## config.mk

```make
export PLATFORM = sky130hd
export DESIGN_NAME = bounded_int_list_engine_flat
export DESIGN_NICKNAME = d
export VERILOG_FILES = /design/src/sv/bile_pkg.sv /design/src/sv/bile_in_if.sv /design/src/sv/bile_out_if.sv /design/src/sv/bounded_int_list_engine.sv /design/src/sv/bile_ram.sv /design/src/flat_wrapper.sv
export SDC_FILE = /design/constraint.sdc
export NUM_CORES = 2
export LEC_CHECK = 0
export BUFFER_PORTS_ARGS = -buffer_cell sky130_fd_sc_hd__buf_2
export CORE_MARGIN = 2
export CORE_UTILIZATION = 55
export DETAILED_ROUTE_END_ITERATION = 6
export GPL_TIMING_DRIVEN = 1
export HOLD_SLACK_MARGIN = 0.05
export PLACE_DENSITY = 0.71
export SYNTH_ARGS = -nofsm -noshare
export SYNTH_HDL_FRONTEND = slang
export SYNTH_SLANG_ARGS = --single-unit
```

## constraint.sdc

```tcl
create_clock -name clk -period 5.7 [get_ports clk]
set_input_delay 0.285 -clock clk [delete_from_list [all_inputs] [get_ports clk]]
set_output_delay 0.285 -clock clk [all_outputs]
set_load 0.02 [all_outputs]
```

## src/sv/bile_pkg.sv

```systemverilog
// ----------------------------------------------------------------------------
// bile_pkg
// Shared constants, action codes and status codes of the bounded list engine.
// ----------------------------------------------------------------------------
package bile_pkg;

  // List geometry
  localparam int CAPACITY = 64;
  localparam int IDX_W    = $clog2(CAPACITY);
  localparam int CNT_W    = $clog2(CAPACITY + 1);

  // Field widths
  localparam int ACTION_W = 3;
  localparam int VALUE_W  = 32;
  localparam int STATUS_W = 3;
  localparam int ENTRY_W  = 7;

  // Action codes
  localparam logic [ACTION_W-1:0] ACT_APPEND   = 3'd0;
  localparam logic [ACTION_W-1:0] ACT_POP_TAIL = 3'd1;
  localparam logic [ACTION_W-1:0] ACT_POLL     = 3'd2;
  localparam logic [ACTION_W-1:0] ACT_PEEK     = 3'd3;
  localparam logic [ACTION_W-1:0] ACT_ORD_INS  = 3'd4;
  localparam logic [ACTION_W-1:0] ACT_UNQ_INS  = 3'd5;
  localparam logic [ACTION_W-1:0] ACT_REMOVE   = 3'd6;
  localparam logic [ACTION_W-1:0] ACT_CONTAINS = 3'd7;

  // Status codes
  localparam logic [STATUS_W-1:0] ST_OK       = 3'd0;
  localparam logic [STATUS_W-1:0] ST_EMPTY    = 3'd1;
  localparam logic [STATUS_W-1:0] ST_FULL     = 3'd2;
  localparam logic [STATUS_W-1:0] ST_DUP      = 3'd3;
  localparam logic [STATUS_W-1:0] ST_NOTFOUND = 3'd4;

  // Value reported when nothing is found or the list is empty
  localparam logic [VALUE_W-1:0] VAL_NONE = {VALUE_W{1'b1}};

endpackage

```

## src/sv/bile_in_if.sv

```systemverilog
// ----------------------------------------------------------------------------
// bile_in_if
// Command channel: one action with its operand per transfer.
// ----------------------------------------------------------------------------
interface bile_in_if;

  logic                                valid;
  logic                                ready;
  logic [bile_pkg::ACTION_W-1:0]       action;
  logic signed [bile_pkg::VALUE_W-1:0] operand_value;

  modport source (output valid, action, operand_value, input ready);
  modport sink   (input valid, action, operand_value, output ready);

endinterface

```

## src/sv/bile_out_if.sv

```systemverilog
// ----------------------------------------------------------------------------
// bile_out_if
// Result channel: one result per command.
// ----------------------------------------------------------------------------
interface bile_out_if;

  logic                                valid;
  logic                                ready;
  logic signed [bile_pkg::VALUE_W-1:0] result_value;
  logic [bile_pkg::STATUS_W-1:0]       status;
  logic [bile_pkg::ENTRY_W-1:0]        entry_count;

  modport source (output valid, result_value, status, entry_count, input ready);
  modport sink   (input valid, result_value, status, entry_count, output ready);

endinterface

```

## src/sv/bounded_int_list_engine.sv

```systemverilog
// ----------------------------------------------------------------------------
// bounded_int_list_engine
// Ordered list of up to CAPACITY signed 32-bit values with deque operations.
// ----------------------------------------------------------------------------
// The engine holds the list in one RAM (head at address 0) and works on one
// command at a time; each command yields exactly one result. Append,
// full-list refusals and reads of an empty list go straight to the output
// step; peek and pop read the RAM first. Poll, contains, remove and the
// inserts walk the list: every entry scanned or shifted costs one RAM read and
// one compare or write-back, since the RAM has one read port with registered
// read data. A finished result waits in an output register, and a new command
// is taken once the previous one has moved its result there.
// ----------------------------------------------------------------------------
module bounded_int_list_engine (
  input  logic        clk,
  input  logic        rst_n,
  bile_in_if.sink     in_ch,
  bile_out_if.source  out_ch
);

  localparam int CNT_W   = bile_pkg::CNT_W;
  localparam int IDX_W   = bile_pkg::IDX_W;
  localparam int VALUE_W = bile_pkg::VALUE_W;
  localparam int ENTRY_W = bile_pkg::ENTRY_W;

  localparam logic [CNT_W-1:0] CNT_ONE  = CNT_W'(1);
  localparam logic [CNT_W-1:0] CNT_FULL = CNT_W'(bile_pkg::CAPACITY);

  // Sequencer states
  localparam logic [3:0] S_IDLE     = 4'd0;
  localparam logic [3:0] S_RDRES    = 4'd1;
  localparam logic [3:0] S_POLL     = 4'd2;
  localparam logic [3:0] S_SCAN_RD  = 4'd3;
  localparam logic [3:0] S_SCAN_CMP = 4'd4;
  localparam logic [3:0] S_OPEN_RD  = 4'd5;
  localparam logic [3:0] S_OPEN_WR  = 4'd6;
  localparam logic [3:0] S_CLOSE_RD = 4'd7;
  localparam logic [3:0] S_CLOSE_WR = 4'd8;
  localparam logic [3:0] S_OUT      = 4'd9;

  logic [3:0]                     state_r, state_nxt;
  logic [CNT_W-1:0]               count_r, count_nxt;
  logic [CNT_W-1:0]               idx_r, idx_nxt;
  logic [CNT_W-1:0]               pos_r, pos_nxt;
  logic [bile_pkg::ACTION_W-1:0]  act_r, act_nxt;
  logic [VALUE_W-1:0]             val_r, val_nxt;
  logic [VALUE_W-1:0]             res_r, res_nxt;
  logic [bile_pkg::STATUS_W-1:0]  st_r, st_nxt;
  logic                           out_valid_r, out_valid_nxt;
  logic [VALUE_W-1:0]             out_value_r, out_value_nxt;
  logic [bile_pkg::STATUS_W-1:0]  out_status_r, out_status_nxt;
  logic [ENTRY_W-1:0]             out_count_r, out_count_nxt;

  logic                           ram_we;
  logic [IDX_W-1:0]               ram_waddr;
  logic [VALUE_W-1:0]             ram_wdata;
  logic [IDX_W-1:0]               ram_raddr;
  logic [VALUE_W-1:0]             ram_rdata;

  logic                           in_xfer;
  logic                           is_insert;
  logic                           is_full;
  logic                           is_empty;
  logic [CNT_W-1:0]               idx_m1;
  logic [CNT_W-1:0]               idx_p1;
  logic [CNT_W-1:0]               cnt_m1;
  logic [CNT_W+ENTRY_W-1:0]       cnt_ext;

  // List storage
  bile_ram #(
    .WIDTH (VALUE_W),
    .DEPTH (bile_pkg::CAPACITY)
  ) u_entries (
    .clk   (clk),
    .we    (ram_we),
    .waddr (ram_waddr),
    .wdata (ram_wdata),
    .raddr (ram_raddr),
    .rdata (ram_rdata)
  );

  // Handshake and helpers
  assign in_ch.ready = (state_r == S_IDLE);
  assign in_xfer     = in_ch.valid && in_ch.ready;
  assign is_insert   = (act_r == bile_pkg::ACT_ORD_INS) || (act_r == bile_pkg::ACT_UNQ_INS);
  assign is_full     = (count_r == CNT_FULL);
  assign is_empty    = (count_r == '0);
  assign idx_m1      = idx_r - CNT_ONE;
  assign idx_p1      = idx_r + CNT_ONE;
  assign cnt_m1      = count_r - CNT_ONE;
  assign cnt_ext     = {{ENTRY_W{1'b0}}, count_nxt};

  // Sequencer
  always_comb begin
    state_nxt      = state_r;
    count_nxt      = count_r;
    idx_nxt        = idx_r;
    pos_nxt        = pos_r;
    act_nxt        = act_r;
    val_nxt        = val_r;
    res_nxt        = res_r;
    st_nxt         = st_r;
    out_valid_nxt  = out_valid_r;
    out_value_nxt  = out_value_r;
    out_status_nxt = out_status_r;
    out_count_nxt  = out_count_r;
    ram_we         = 1'b0;
    ram_waddr      = idx_r[IDX_W-1:0];
    ram_wdata      = val_r;
    ram_raddr      = idx_r[IDX_W-1:0];

    // result register drains on transfer
    if (out_valid_r && out_ch.ready) begin
      out_valid_nxt = 1'b0;
    end

    unique case (state_r)
      S_IDLE: begin
        if (in_xfer) begin
          act_nxt = in_ch.action;
          val_nxt = in_ch.operand_value;
          idx_nxt = '0;
          res_nxt = '0;
          st_nxt  = bile_pkg::ST_OK;
          unique case (in_ch.action)
            bile_pkg::ACT_APPEND: begin
              state_nxt = S_OUT;
              if (is_full) begin
                st_nxt = bile_pkg::ST_FULL;
              end else begin
                ram_we    = 1'b1;
                ram_waddr = count_r[IDX_W-1:0];
                ram_wdata = in_ch.operand_value;
                count_nxt = count_r + CNT_ONE;
              end
            end
            bile_pkg::ACT_POP_TAIL, bile_pkg::ACT_POLL, bile_pkg::ACT_PEEK: begin
              if (is_empty) begin
                res_nxt   = bile_pkg::VAL_NONE;
                st_nxt    = bile_pkg::ST_EMPTY;
                state_nxt = S_OUT;
              end else if (in_ch.action == bile_pkg::ACT_POP_TAIL) begin
                ram_raddr = cnt_m1[IDX_W-1:0];
                state_nxt = S_RDRES;
              end else begin
                ram_raddr = '0;
                state_nxt = (in_ch.action == bile_pkg::ACT_POLL) ? S_POLL : S_RDRES;
              end
            end
            bile_pkg::ACT_ORD_INS, bile_pkg::ACT_UNQ_INS: begin
              if (is_full) begin
                st_nxt    = bile_pkg::ST_FULL;
                state_nxt = S_OUT;
              end else begin
                state_nxt = S_SCAN_RD;
              end
            end
            default: begin
              // remove and contains
              state_nxt = S_SCAN_RD;
            end
          endcase
        end
      end

      // pop and peek: read data is the result
      S_RDRES: begin
        res_nxt = ram_rdata;
        st_nxt  = bile_pkg::ST_OK;
        if (act_r == bile_pkg::ACT_POP_TAIL) begin
          count_nxt = cnt_m1;
        end
        state_nxt = S_OUT;
      end

      // poll: take the head, then close the gap from position 0
      S_POLL: begin
        res_nxt   = ram_rdata;
        st_nxt    = bile_pkg::ST_OK;
        idx_nxt   = '0;
        state_nxt = S_CLOSE_RD;
      end

      // scan: fetch entry idx or end at the tail
      S_SCAN_RD: begin
        if (idx_r == count_r) begin
          if (is_insert) begin
            pos_nxt   = idx_r;
            state_nxt = S_OPEN_RD;
          end else begin
            res_nxt   = bile_pkg::VAL_NONE;
            st_nxt    = bile_pkg::ST_NOTFOUND;
            state_nxt = S_OUT;
          end
        end else begin
          state_nxt = S_SCAN_CMP;
        end
      end

      // scan: compare entry idx against the operand
      S_SCAN_CMP: begin
        state_nxt = S_SCAN_RD;
        idx_nxt   = idx_p1;
        if (is_insert) begin
          if ($signed(val_r) < $signed(ram_rdata)) begin
            pos_nxt   = idx_r;
            idx_nxt   = count_r;
            state_nxt = S_OPEN_RD;
          end else if ((act_r == bile_pkg::ACT_UNQ_INS) && (val_r == ram_rdata)) begin
            st_nxt    = bile_pkg::ST_DUP;
            state_nxt = S_OUT;
          end
        end else if (val_r == ram_rdata) begin
          res_nxt = val_r;
          st_nxt  = bile_pkg::ST_OK;
          if (act_r == bile_pkg::ACT_REMOVE) begin
            idx_nxt   = idx_r;
            state_nxt = S_CLOSE_RD;
          end else begin
            state_nxt = S_OUT;
          end
        end
      end

      // open gap: move entries up from the tail, then drop the value in
      S_OPEN_RD: begin
        if (idx_r == pos_r) begin
          ram_we    = 1'b1;
          ram_wdata = val_r;
          count_nxt = count_r + CNT_ONE;
          res_nxt   = '0;
          st_nxt    = bile_pkg::ST_OK;
          state_nxt = S_OUT;
        end else begin
          ram_raddr = idx_m1[IDX_W-1:0];
          state_nxt = S_OPEN_WR;
        end
      end

      S_OPEN_WR: begin
        ram_we    = 1'b1;
        ram_wdata = ram_rdata;
        idx_nxt   = idx_m1;
        state_nxt = S_OPEN_RD;
      end

      // close gap: move entries down toward the removed slot
      S_CLOSE_RD: begin
        if (idx_p1 == count_r) begin
          count_nxt = cnt_m1;
          state_nxt = S_OUT;
        end else begin
          ram_raddr = idx_p1[IDX_W-1:0];
          state_nxt = S_CLOSE_WR;
        end
      end

      S_CLOSE_WR: begin
        ram_we    = 1'b1;
        ram_wdata = ram_rdata;
        idx_nxt   = idx_p1;
        state_nxt = S_CLOSE_RD;
      end

      // hand the result to the output register once it is free
      S_OUT: begin
        if (!out_valid_r || out_ch.ready) begin
          out_valid_nxt  = 1'b1;
          out_value_nxt  = res_r;
          out_status_nxt = st_r;
          out_count_nxt  = cnt_ext[ENTRY_W-1:0];
          state_nxt      = S_IDLE;
        end
      end

      default: begin
        state_nxt = S_IDLE;
      end
    endcase
  end

  // Control registers
  always_ff @(posedge clk) begin
    if (!rst_n) begin
      state_r     <= S_IDLE;
      count_r     <= '0;
      out_valid_r <= 1'b0;
    end else begin
      state_r     <= state_nxt;
      count_r     <= count_nxt;
      out_valid_r <= out_valid_nxt;
    end
  end

  // Payload registers
  always_ff @(posedge clk) begin
    idx_r        <= idx_nxt;
    pos_r        <= pos_nxt;
    act_r        <= act_nxt;
    val_r        <= val_nxt;
    res_r        <= res_nxt;
    st_r         <= st_nxt;
    out_value_r  <= out_value_nxt;
    out_status_r <= out_status_nxt;
    out_count_r  <= out_count_nxt;
  end

  assign out_ch.valid        = out_valid_r;
  assign out_ch.result_value = out_value_r;
  assign out_ch.status       = out_status_r;
  assign out_ch.entry_count  = out_count_r;

  // Assertions
  a_count_bound: assert property (@(posedge clk) disable iff (!rst_n)
    count_r <= CNT_FULL)
    else $error("entry count beyond capacity");

  a_write_in_range: assert property (@(posedge clk) disable iff (!rst_n)
    ram_we |-> (CNT_W'(ram_waddr) <= count_r))
    else $error("RAM write outside the used region");

  a_count_step: assert property (@(posedge clk) disable iff (!rst_n)
    ($past(rst_n) && (count_r != $past(count_r))) |->
      ((count_r == $past(count_r) + CNT_ONE) || (count_r + CNT_ONE == $past(count_r))))
    else $error("entry count moved by more than one");

  a_empty_count: assert property (@(posedge clk) disable iff (!rst_n)
    (out_valid_r && (out_status_r == bile_pkg::ST_EMPTY)) |-> (out_count_r == '0))
    else $error("empty status with entries held");

endmodule

```

## src/sv/bile_ram.sv

```systemverilog
// ----------------------------------------------------------------------------
// bile_ram
// Generic single-write, single-read RAM with registered read data.
// ----------------------------------------------------------------------------
module bile_ram #(
  parameter int WIDTH = 32,
  parameter int DEPTH = 64
) (
  input  logic                     clk,
  input  logic                     we,
  input  logic [$clog2(DEPTH)-1:0] waddr,
  input  logic [WIDTH-1:0]         wdata,
  input  logic [$clog2(DEPTH)-1:0] raddr,
  output logic [WIDTH-1:0]         rdata
);

  logic [WIDTH-1:0] mem_r [DEPTH];
  logic [WIDTH-1:0] rdata_r;

  // Write port and registered read port
  always_ff @(posedge clk) begin
    if (we) begin
      mem_r[waddr] <= wdata;
    end
    rdata_r <= mem_r[raddr];
  end

  assign rdata = rdata_r;

endmodule

```

## src/flat_wrapper.sv

```systemverilog
// flat-port wrapper written by rule: the top's interface ports become plain ports
module bounded_int_list_engine_flat 
  (clk, rst_n, in_ch_valid, in_ch_action, in_ch_operand_value, in_ch_ready, out_ch_valid, out_ch_result_value, out_ch_status, out_ch_entry_count, out_ch_ready);
  bile_in_if in_ch_i ();
  bile_out_if out_ch_i ();
  input  logic clk;
  input  logic rst_n;
  input wire logic [$bits(in_ch_i.valid)-1:0] in_ch_valid;
  input wire logic [$bits(in_ch_i.action)-1:0] in_ch_action;
  input wire logic [$bits(in_ch_i.operand_value)-1:0] in_ch_operand_value;
  output wire logic [$bits(in_ch_i.ready)-1:0] in_ch_ready;
  output wire logic [$bits(out_ch_i.valid)-1:0] out_ch_valid;
  output wire logic [$bits(out_ch_i.result_value)-1:0] out_ch_result_value;
  output wire logic [$bits(out_ch_i.status)-1:0] out_ch_status;
  output wire logic [$bits(out_ch_i.entry_count)-1:0] out_ch_entry_count;
  input wire logic [$bits(out_ch_i.ready)-1:0] out_ch_ready;
  assign in_ch_i.valid = in_ch_valid;
  assign in_ch_i.action = in_ch_action;
  assign in_ch_i.operand_value = in_ch_operand_value;
  assign in_ch_ready = in_ch_i.ready;
  assign out_ch_valid = out_ch_i.valid;
  assign out_ch_result_value = out_ch_i.result_value;
  assign out_ch_status = out_ch_i.status;
  assign out_ch_entry_count = out_ch_i.entry_count;
  assign out_ch_i.ready = out_ch_ready;
  bounded_int_list_engine u_core (.clk(clk), .rst_n(rst_n), .in_ch(in_ch_i), .out_ch(out_ch_i));
endmodule
```

==> impl_metrics.json <==
{
  "core_area_um2": 161000,
  "drt_pre_antenna_iters": 7,
  "layout_min_cycle_time_ps": 5400,
  "cts_resized": 0,
  "numPortBuffers": 82,
  "slowest_delay_ps": 680,
  "grt_first_pass_wirelength_um": 405000,
  "status": "finished, violations left",
  "synthSimpleGateAreaFrac_pct": 12.3,
  "tritoncts": "yes",
  "final_common_cell": "edfxtp_1",
  "die_area_um2": 166000,
  "path_cells": "ha_1 > xor2_1 > xnor2_1 > nand4_1 > o31a_1 > a211oi_2 > nand2_4 > buf_12 > a211oi_2 > a311oi_1 > a31oi_1 > o221ai_1 > or4_1",
  "fin_nets": 6856,
  "die_h_um": 407,
  "cts_max_level": 4,
  "area_growth_pct": 14.6,
  "violations": "DRC",
  "setup_viol": 0,
  "clk_pin_slew_ps": 60,
  "cp.required_ps": 6440,
  "mappedNetlistNets": 6572,
  "path_common_cell": "a211oi_2",
  "post-route-drc-count": 3,
  "drt-initial-drc-count": 10998,
  "synth_seq_cells": 2218,
  "synth_area_leaders": "edfxtp_1 (73%), nand2_1 (6.1%), nand3_1 (2.6%)",
  "vias_per_cell": 6.70,
  "clock_sinks": 2218,
  "ir_drop_mv": 0.507,
  "avgSynthCellArea_um2": 13.8,
  "synth_xor_area_share_pct": 0.351,
  "clk-insertion-delay-late_ps": 890,
  "ys_warn_count": 0,
  "placementRows": 147,
  "maxSlewViolCount": 0,
  "synth_flop_cell": "edfxtp_1",
  "fin_setup_tns_ps": 0,
  "grt_pass1_vias": 57400,
  "total_power_mw": 69.2,
  "cts_buffer_depth": 3,
  "avgRoutedWirePerCell_um": 31.1,
  "synth_mux_area_share_pct": 1.62,
  "p_per_area_nw_per_um2": 675,
  "ant_nets": 0,
  "tightestPinTransition_ps": 1350,
  "antenna_found_initial": 22,
  "synth.top_cell.area_share_pct": 73.0,
  "syn_area_um2": 89400,
  "io_pins": 83,
  "synth_edf_count": 2174,
  "yosys.area.top_type": "edfxtp_1",
  "power_leakage_nw": 35.5,
  "ys_seq_area_share_pct": 74.0,
  "cts_buffers": 208,
  "fp.dieW_um": 407,
  "grt-ovfl-total": 0,
  "path_class": "reg2reg",
  "fin_skew_ps": 61.2,
  "path_max_fanout": 117,
  "max_cap_violations": 0,
  "finalHoldViolCount": 0,
  "synth_top_family_by_area": "simple AND/OR/NAND/NOR gates",
  "final_cell_mix": "edfxtp_1 (2174), nand2_1 (1447), nand3_1 (456)",
  "min_path_type": "in2reg",
  "start_kind": "register",
  "grt_setup_unrepaired": "no",
  "slew_headroom_pct": 9.16,
  "dp.cells": 8692,
  "netlist_instances": 6497,
  "place_area_um2": 95100,
  "routed_wl_um": 284000,
  "ys_types": 80,
  "critPathCaptureType": "register",
  "synth-compound-area-share_pct": 8.45,
  "hold_ws_ps": 166,
  "hpwl_um": 167000,
  "grt_max_degree": 118,
  "synthAdderAreaFrac_pct": 0.504,
  "timing.final.crit_share_pct": 94.7,
  "ys_async_sr_fraction_pct": 0,
  "num_vias": 61130,
  "fmax_mhz": 185,
  "groute.usage.overall_pct": 33.6,
  "crit_arrival_ps": 6130,
  "start_util_pct": 55.5,
  "crit_slowest_cell": "a211oi_2",
  "stdcell_count": 9128,
  "gp_congestion": 0.924,
  "stdcell_area_um2": 102000,
  "cts-root-buf": "clkbuf_16",
  "drive_gt1_share_pct": 13.3
}
## cells by family (layout without fill, tap and decap cells)
logic type / after synthesis / count (layout)
AND/OR/NAND/NOR: 2478 / 2478
flip-flops: 2218 / 2218
AO/OA/AOI/OAI: 1053 / 1053
buffers and inverters: 532 / 994
multiplexers: 145 / 145
adder cells (fa/ha/maj): 36 / 36
XOR/XNOR: 35 / 35
other: 0 / 9
## sequential cells by signal, indices dropped and copies added, names as in the netlist, 32 cells and up
signal and count:
u_core.res_r 32, u_core.u_entries.mem_r 2048, u_core.out_ch.result_value 32, u_core.val_r 32
u_core.u_entries.rdata 32
## metrics by stage
step	utilization (%)	worst slack (ps)
3_3_place_gp	59.1	611
2_1_floorplan	-	613
6_report	63.7	303
3_5_place_dp	59.1	476
5_1_grt	63.7	184
4_1_cts	63.7	476
## worst max-delay path, delay by kind of cell (launching register included)
kind / cells / cell delay (ps)
compound gates: 6 / 2330
simple gates: 3 / 1120
xor+xnor: 2 / 510
flops: 1 / 500
buf+inv: 1 / 340
fa+ha+maj: 1 / 330
## power by group
group	total, mW	leakage [nW]	switching [mW]	internal, mW
registers	23.4	20.1	0.704	22.7
clock network	14.3	3.42	6.09	8.16
logic	31.5	12.0	22.5	8.99
## synthesized netlist by cell type (all sizes together), types with 19 or more instances
master  number
a211oi     219
a21oi      141
a221o       51
a221oi      45
a222oi      32
a311oi     102
a31oi      200
a32oi       29
and3       227
buf        244
clkbuf     215
dfxtp       44
edfxtp    2174
ha          36
inv         73
mux2i      145
nand2     1450
nand3      458
nand4       62
nor2       139
nor3        32
o21ai       98
o22ai       31
or3         19
or4         27
xnor2       22
## area by class of cell
type,count,area (um^2)
timing repair buffer,533,4930
sequential,2218,66200
multi-input combinational,3747,21400
clock buffer,256,5570
inverter,73,274
clock inverter,132,1420
tap,2160,2700
fill,11321,58500
antenna,9,22.5
## layer usage
metal	vias up	GRT usage, %	routed length (um)
met5	-	0	130
met4	18	14.1	12700
met3	791	10.7	44200
li1	25355	-	-
met1	29956	45.7	101000
met2	5010	50.3	126000
## worst paths after layout
check / depth (start not counted) / to / slack [ps] / from
worst max-delay path: 13 / u_core.u_entries.rdata[22] / 300 / u_core.idx_r[0]
worst min register to register: 0 / u_core.out_ch.result_value[18] / 420 / u_core.res_r[18]
worst max register to register: 13 / u_core.u_entries.rdata[22] / 300 / u_core.idx_r[0]
worst min-delay path: 2 / u_core.val_r[31] / 170 / in_ch_operand_value[31]
## repair_timing
item | in CTS | in global routing
endpoints found under the hold margin | 49 | 0
hold buffers | 39 | 0
buffers inserted | 0 | 0
endpoints found under the setup margin | 0 | 0
Note: power is estimated with default switching activity, not from simulation.
